$ cat src/rtl/core/imra_pkg.sv
// ----------------------------------------------------------------------------
// imra_pkg
// shared types and constants for the interval map range assign block
// ----------------------------------------------------------------------------
package imra_pkg;

	localparam int CAPACITY = 64;
	localparam int KEY_W    = 32;
	localparam int VAL_W    = 8;
	localparam int CNT_W    = $clog2(CAPACITY + 1);
	localparam int IDX_W    = $clog2(CAPACITY);
	localparam int STAT_W   = 2;

	localparam logic       OP_ASSIGN = 1'b0;
	localparam logic       OP_LOOKUP = 1'b1;

	localparam logic [STAT_W-1:0] ST_DONE  = 2'd0;
	localparam logic [STAT_W-1:0] ST_FULL  = 2'd1;
	localparam logic [STAT_W-1:0] ST_EMPTY = 2'd2;

	typedef struct packed {
		logic              opcode;
		logic [KEY_W-1:0]  key_begin;
		logic [KEY_W-1:0]  key_end;
		logic [VAL_W-1:0]  value_in;
	} in_word_t;

	typedef struct packed {
		logic [VAL_W-1:0]  value_out;
		logic [STAT_W-1:0] status;
		logic [CNT_W-1:0]  entry_count;
	} out_word_t;

	// broadcast to every cell
	typedef struct packed {
		logic              cmp;
		logic [KEY_W-1:0]  key_b;
		logic [KEY_W-1:0]  key_e;
		logic              shl;
		logic              shr;
		logic [IDX_W-1:0]  pos;
		logic              wa;
		logic [IDX_W-1:0]  pos_a;
		logic [KEY_W-1:0]  key_a;
		logic [VAL_W-1:0]  val_a;
		logic              wb;
		logic [IDX_W-1:0]  pos_b;
		logic [KEY_W-1:0]  key_wb;
		logic [VAL_W-1:0]  val_wb;
	} cell_cmd_t;

	typedef struct packed {
		logic lt_b;
		logic le_b;
		logic le_e;
	} cell_flags_t;

endpackage

$ cat src/rtl/core/imra_cell.sv
// ----------------------------------------------------------------------------
// imra_cell
// one breakpoint slot: holds key and value, compares, shifts with neighbors
// ----------------------------------------------------------------------------
module imra_cell (
	input  logic                          clk,
	input  logic [imra_pkg::IDX_W-1:0]    idx,
	input  imra_pkg::cell_cmd_t           cmd,
	input  logic [imra_pkg::KEY_W-1:0]    left_key,
	input  logic [imra_pkg::VAL_W-1:0]    left_val,
	input  logic [imra_pkg::KEY_W-1:0]    right_key,
	input  logic [imra_pkg::VAL_W-1:0]    right_val,
	output logic [imra_pkg::KEY_W-1:0]    key,
	output logic [imra_pkg::VAL_W-1:0]    val,
	output imra_pkg::cell_flags_t         flags
);

	logic [imra_pkg::KEY_W-1:0] key_q;
	logic [imra_pkg::VAL_W-1:0] val_q;
	imra_pkg::cell_flags_t      flags_q;

	always_ff @(posedge clk) begin
		if (cmd.cmp) begin
			flags_q.lt_b <= $signed(key_q) <  $signed(cmd.key_b);
			flags_q.le_b <= $signed(key_q) <= $signed(cmd.key_b);
			flags_q.le_e <= $signed(key_q) <= $signed(cmd.key_e);
		end
		if (cmd.shl && idx >= cmd.pos) begin
			key_q <= right_key;
			val_q <= right_val;
		end else if (cmd.shr && idx >= cmd.pos) begin
			key_q <= left_key;
			val_q <= left_val;
		end else if (cmd.wa && idx == cmd.pos_a) begin
			key_q <= cmd.key_a;
			val_q <= cmd.val_a;
		end else if (cmd.wb && idx == cmd.pos_b) begin
			key_q <= cmd.key_wb;
			val_q <= cmd.val_wb;
		end
	end

	assign key   = key_q;
	assign val   = val_q;
	assign flags = flags_q;

endmodule

$ cat config.mk
export PLATFORM = sky130hd
export DESIGN_NAME = imra_cell
export DESIGN_NICKNAME = d
export VERILOG_FILES = /design/src/rtl/core/imra_pkg.sv /design/src/rtl/core/imra_cell.sv
export SDC_FILE = /design/constraint.sdc
export NUM_CORES = 1
export LEC_CHECK = 0
export BUFFER_PORTS_ARGS = -buffer_cell sky130_fd_sc_hd__buf_2
export CORE_UTILIZATION = 25
export DETAILED_ROUTE_END_ITERATION = 10
export SLEW_MARGIN = 10
export SYNTH_ARGS = -nofsm -noshare
export SYNTH_HDL_FRONTEND = slang
export SYNTH_SLANG_ARGS = --single-unit
$ cat constraint.sdc
create_clock -name clk -period 6.35 [get_ports clk]
set_input_delay 0.635 -clock clk [delete_from_list [all_inputs] [get_ports clk]]
set_output_delay 0.635 -clock clk [all_outputs]
set_load 0.02 [all_outputs]
==> results of run 1 <==
-- path summary, 6_finish.rpt --
kind                            depth (start not counted)       end  slack (ns)
worst min-delay path                                    1  flags[0]        0.57
worst min register to register                          2  flags[2]        0.93
worst max-delay path                                    8   key[17]        2.96
worst max register to register                          7  flags[1]        3.49
-- sequential cells by signal, summed over array words and instances (netlist names) --
signal,count
flags,3
key,32
val,8
-- cell families after synthesis --
group	Yosys count	share of synthesized area (%)
simple gates	173	17.9
xor+xnor	13	2.30
fa+ha+maj	70	17.7
flops	43	26.1
mux	42	9.56
compound gates	138	18.3
buf+inv	106	8.14
-- synthesized netlist by cell type (all sizes together) --
cell type	instances
o211ai	1
xnor2	7
a21oi	30
nand4	13
clkbuf	27
mux2	42
a21o	9
edfxtp	43
inv	73
nor3	41
and3	1
a211oi	40
nand3	8
o22ai	40
ha	70
nor2b	1
nand2	15
o21a	1
nand2b	41
a221o	4
a211o	2
buf	6
a2111o	1
nor4	5
and4	3
xor2	6
o21ai	10
nor2	45
-- layer usage --
| layer | vias to the layer above | GRT usage (%) | routed length [microns] | share of wire (%) |
|---|---|---|---|---|
| met5 | - | 0 | 33 | 0.19 |
| met4 | 6 | 3.40 | 146 | 0.84 |
| met3 | 16 | 4.23 | 1040 | 6.0 |
| met2 | 168 | 28.8 | 8500 | 49 |
| met1 | 2381 | 20.8 | 7750 | 44 |
| li1 | 2699 | - | - | - |
-- layout make-up --
class | instances | area, sq um | share of cell area, %
sequential | 43 | 1290 | 18.8
clock buffer | 5 | 125 | 1.82
timing repair buffer | 301 | 1520 | 22.1
inverter | 73 | 274 | 3.99
antenna | 1 | 2.50 | 0.0364
clock inverter | 3 | 46.3 | 0.673
multi-input combinational | 436 | 3290 | 47.8
tap | 265 | 332 | 4.82
-- cell usage in the layout (no fill, tap or decap), types with 8 or more instances in the layout --
cell / count
nand2b_1: 41
nand3_1: 8
mux2_2: 30
ha_1: 70
nor2_1: 45
a21oi_1: 29
nor3_1: 41
inv_1: 72
a211oi_1: 40
o22ai_1: 40
nand2_1: 15
nand4_1: 13
buf_2: 296
edfxtp_1: 43
a21o_1: 9
o21ai_0: 8
mux2_1: 12
-- power groups by stage --
stage	Combinational (mW)	Clock (mW)	Sequential, mW
2_1_floorplan	0.292	0	0.487
4_1_cts	0.572	0.319	0.439
3_5_place_dp	0.569	0	0.445
3_3_place_gp	0.562	0	0.445
6_report	0.565	0.308	0.438
5_1_grt	0.637	0.329	0.444
-- metrics by stage --
| step | cells | util (%) | hold slack (ns) | setup slack [ns] |
|---|---|---|---|---|
| after floorplan | 585 | - | 0.747 | 1.28 |
| after global placement | 1118 | 34.5 | 0.873 | 2.68 |
| after detailed placement | 1118 | 34.5 | 0.882 | 2.61 |
| after CTS | 1126 | 35.4 | 0.563 | 2.93 |
| after global routing | 1126 | 35.4 | 0.557 | 2.72 |
| final | 1127 | 35.4 | 0.572 | 2.96 |
==> flow_summary_export.csv, run 1 <==
group,metric,value,unit
run_status,status,"finished clean",
clocking,post_cts_buffers,0,
worst_setup_path,crit_family,"simple AND/OR/NAND/NOR gates",
timing,final.min_clock_period,3.39,ns
global_routing,grt.overflow.total,0,
global_routing,grt_pass1_vias,4935,
power_and_ir_drop,peakVddDrop,0.0870,mV
finish,syn2layout_area_growth,39.0,%
clocking,numCtsBuffers,5,
timing,slew_headroom,23.8,%
timing,rsz0062_at_grt,"false",
power_and_ir_drop,power.internal,0.815,mW
worst_setup_path,path_max_fanout,26,
timing,hold_viol,0,
synth,synth_seq_cells,43,
synth,netlist.area_leader.share,26.1,%
timing,period_share,53.4,%
routing,post_drt_wl_per_cell,15.5,microns
global_routing,grt_max_degree,81,
synth,synth_largest_area_cell,"edfxtp_1",
clocking,h-tree-depth,2,
clocking,cts-root-buf,"clkbuf_16",
power_and_ir_drop,p_sw,0.496,mW
clocking,clk_pin_slew,0.07,ns
die,fp.dieW,143,microns
clocking,worstSkewPairLatency,0.30,ns
power_and_ir_drop,p_leak,3.38,nW
power_and_ir_drop,switching_share,37.8,%
synth,synth_nets,909,
global_routing,grt_first_pass_wirelength,25600,microns
routing,vias_per_cell,4.68,
routing,drc_errors,0,
timing,drv_slew,0,
die,num_rows,51,
power_and_ir_drop,p_comb_share,43.1,%
synth,ys_seq_area_share,26.1,%
timing,worst_slew_pin_slew,1.14,ns
finish,final.fill_count,2075,
worst_setup_path,crit_start,"idx[5]",
placed_design,place_area,0.00670,sq mm
timing,finalSetupViolations,0,
worst_setup_path,cp_data_required_time,6.31,ns
worst_setup_path,cp_cell_sequence,"buf_2 -> xnor2_1 -> nand4_1 -> nor4_4 -> buf_4 -> nor2_1 -> o21ai_4 -> buf_4",
routing,first_pass_iters,6,
flow_run,cap_violations,0,
finish,drive_gt1_share,40.1,%
worst_setup_path,crit_path_max_incr_delay,0.89,ns
worst_setup_path,cp.arrival,3.35,ns
routing,dr.first_iter.drc_count,153,
power_and_ir_drop,p_seq_share,33.4,%
hold_path,hold_start,"cmd[166]",
worst_setup_path,critPathBufInv,3,
placed_design,gp_congestion,0.854,
worst_setup_path,end_kind,"flop",
global_routing,antenna_found_initial,4,
clocking,clock_path_buffers,2,
timing,final.setup_skew,0.0108,ns
timing,fmax,295,MHz
timing,fin_tns_setup,0,ns
die,fp.coreArea,0.0194,sq mm
power_and_ir_drop,total_power,1.31,mW
synth,yosys-top-cells-area,"edfxtp_1 26%, ha_1 18%, mux2_2 6.8%",
synth,syn_area,0.00495,sq mm
synth,yosysUniqueCellTypes,34,
worst_setup_path,critPathKind,"in -> reg",
clocking,cts_tree,"built",
placed_design,io_buffers,296,
die,die-area,0.0204,sq mm
hold_path,min-delay-path-class,"in -> reg",
die,floorplan.initialDensity,25.5,%
finish,final_area,0.00688,sq mm
global_routing,grt_usage,16.7,%
die,pin_count,297,
clocking,hold_buffers,0,
synth,netlist_instances,585,
clocking,clock_sinks,43,
clocking,cts_resized,0,
placed_design,place_hpwl,14700,microns
worst_setup_path,path_common_cell,"buf_4",
routing,totalWireLength,17500,microns
worst_setup_path,startpoint_type,"primary input",
power_and_ir_drop,clkPwrFrac,23.5,%
synth,synth_warnings,0,
routing,num_vias,5270,
synth,syn_avg_cell_area,8.46,sq um
worst_setup_path,crit_slowest_cell,"nor4_4",
power_and_ir_drop,power_density,191,mW/mm^2
routing,postRouteAntennaNets,0,
die,fp.dieH,143,microns
finish,finalNetCount,1184,
worst_setup_path,r2r_start,"key[18]",
Note: power is estimated with default switching activity, not from simulation.
==> run 2, diff against run 1 <==
Settings changed: ABC_AREA set to 1.
Clock period 6.35 ns to 3 ns, I/O delays scaled along.
==> run 2 against run 1 <==
Cell count increased by 12%. Utilization decreased by 1.1 points. Worst setup slack got worse by 2.3 ns. Power increased by 120%. Largest power group unchanged. Global-route usage decreased by 0.62 points. Combinational power up 140%. Sequential share of layout area shrank 1.1 points. Critical path type is now reg -> reg. Highest routed layer is now met4. Clock skew fell by 0.0016 ns.
==> flow_summary_export.csv, run 2 <==
group,metric,value,unit
run_status,status,"finished clean",
die,pin_count,297,
power_and_ir_drop,power_density,394,mW/mm^2
global_routing,grt_pass1_vias,5449,
clocking,hold_buffers,0,
synth,synthArstFlopShare,0,%
hold_path,worstHoldPathCells,1,
worst_setup_path,startpoint_type,"flop",
die,fp.dieH,150,microns
timing,fmax,431,MHz
finish,drive_gt1_share,40.9,%
clocking,post_cts_buffers,0,
worst_setup_path,path_max_fanout,4,
clocking,h-tree-depth,2,
power_and_ir_drop,power.internal,1.71,mW
timing,final.min_clock_period,2.32,ns
timing,hold_viol,0,
routing,totalWireLength,18300,microns
die,num_rows,53,
timing,final.setup_skew,0.00921,ns
power_and_ir_drop,peakVddDrop,0.168,mV
clocking,cts-root-buf,"clkbuf_16",
worst_setup_path,end_kind,"flop",
die,fp.dieW,150,microns
power_and_ir_drop,clkPwrFrac,18.8,%
synth,ys_seq_area_share,23.5,%
power_and_ir_drop,total_power,2.88,mW
global_routing,grt_usage,16.0,%
power_and_ir_drop,switching_share,40.6,%
synth,synth_seq_cells,43,
synth,ys_top_cells_by_count,"172 x nand2_1, 92 x inv_1, 88 x nand3_1",
synth,synth_warnings,0,
routing,wl_met2,8620,microns
placed_design,place_area,0.00716,sq mm
timing,slew_headroom,47.0,%
routing,drc_errors,0,
routing,dr_wl_met3,1060,microns
synth,yosys-top-cells-area,"edfxtp_1 23%, ha_1 16%, nand2_1 12%",
routing,first_pass_iters,4,
timing,worst_slew_pin_slew,0.794,ns
synth,netlist_instances,706,
clocking,numCtsBuffers,5,
die,die-area,0.0226,sq mm
worst_setup_path,r2r.worst_path.cells,8,
synth,yosysMostFrequentCell,"nand2_1",
timing,drv_slew,0,
clocking,cts_resized,0,
routing,num_vias,5508,
finish,largest_register_ff_count,32,
placed_design,place_hpwl,15300,microns
synth,yosysUniqueCellTypes,39,
clocking,worstSkewPairLatency,0.29,ns
finish,final_area,0.00731,sq mm
finish,fin_cells,1267,
synth,syn_avg_cell_area,7.79,sq um
finish,most-common-layout-cells,"296 x buf_2, 172 x nand2_1, 92 x inv_1, 88 x nand3_1, 70 x ha_1",
power_and_ir_drop,p_comb_share,48.0,%
synth,synth_edf_count,43,
flow_run,cap_violations,0,
clocking,clk_pin_slew,0.06,ns
finish,layout_commonest_cell,"buf_2",
timing,period_share,77.4,%
synth,synth_largest_area_cell,"edfxtp_1",
global_routing,grt_max_degree,49,
synth,netlist.area_leader.share,23.5,%
routing,dr.first_iter.drc_count,166,
die,floorplan.initialDensity,25.8,%
placed_design,gp_congestion,0.880,
global_routing,grt.overflow.total,0,
synth,synth_top_flop_cell,"edfxtp_1",
synth,synth_nets,1030,
worst_setup_path,cp.arrival,2.36,ns
power_and_ir_drop,p_sw,1.17,mW
die,fp.coreArea,0.0213,sq mm
routing,postRouteAntennaNets,0,
power_and_ir_drop,p_leak,4.00,nW
timing,fin_tns_setup,0,ns
placed_design,placed_cells_incl_taps,1257,
global_routing,grt_first_pass_wirelength,27500,microns
placed_design,io_buffers,296,
timing,finalSetupViolations,0,
routing,post_drt_wl_per_cell,14.5,microns
routing,wl_met1,8400,microns
power_and_ir_drop,p_seq_share,33.2,%
clocking,clock_path_buffers,2,
synth,syn_area,0.00550,sq mm
clocking,cts_tree,"built",
timing,rsz0062_at_grt,"false",
worst_setup_path,cp_data_required_time,3.04,ns
global_routing,antenna_found_initial,0,
finish,final_util,34.3,%
routing,highest_layer,"met4",
finish,finalNetCount,1313,
worst_setup_path,critPathKind,"reg -> reg",
clocking,clock_sinks,43,
finish,syn2layout_area_growth,33.0,%
routing,vias_per_cell,4.35,
hold_path,min-delay-path-class,"in -> reg",
==> run 2: changes by cell type after synthesis, moves of 41 or more <==
cell | previous run | this run
nand2_1 | 15 | 172
nand3_1 | 8 | 88
nand2b_1 | 41 | 0
nor3_1 | 41 | 0
==> run 2: logic make-up (layout without fill, tap and decap cells) <==
logic type / after synthesis / in the layout / share of synthesized area (%)
other cells: 0 / 2 / 0
compound gates: 48 / 48 / 5.12
flops: 43 / 43 / 23.5
xor+xnor: 2 / 2 / 0.319
simple gates: 416 / 416 / 43.8
fa+ha+maj: 70 / 70 / 15.9
buf+inv: 127 / 411 / 11.4
==> run 2: metal layers <==
layer  vias up  global-route usage [%]
met5         -                       0
met3        15                    2.82
li1       2883                       -
met2       181                    27.2
met1      2429                    20.7
met4         0                    4.44
==> run 2: path summary, 6_finish.rpt <==
kind | from | endpoint | slack (ns)
hold reg to reg | key[31] | flags[0] | 1.02
hold / removal | cmd[166] | flags[0] | 0.26
setup reg to reg | key[31] | flags[0] | 0.68
setup / recovery | key[31] | flags[0] | 0.68
==> run 2: area by class of cell <==
cell class              count  area (sq um)
clock buffers               6           129
fillers                  2279         14000
clock inverters             2          12.5
inverters                  99           372
flip-flops and latches     43          1290
diodes                      2          5.00
well taps                 275           344
repair buffers            304          1570
multi-input cells         536          3590
==> run 2: metrics by stage <==
step	hold WS [ns]	setup slack, ns
after global placement	0.546	0.671
after global routing	0.248	0.482
after detailed placement	0.553	0.609
after CTS	0.246	0.593
final	0.261	0.679
after floorplan	0.412	-0.178
==> run 2: worst max-delay path, cell delays in order (launching register included) <==
cell	delay, ns
edfxtp_1	0.49
ha_1	0.42
nand2_1	0.10
nor2_1	0.15
nand2_1	0.12
nor3b_1	0.47
nand2_1	0.15
nand3_1	0.10
nand3_1	0.07
==> run 2: power groups by stage <==
stage	clock network, mW	logic, mW	registers, mW
after global placement	0	1.38	0.970
after CTS	0.571	1.40	0.959
after detailed placement	0	1.40	0.971
final	0.541	1.38	0.957
after floorplan	0	0.731	1.10
after global routing	0.587	1.57	0.976
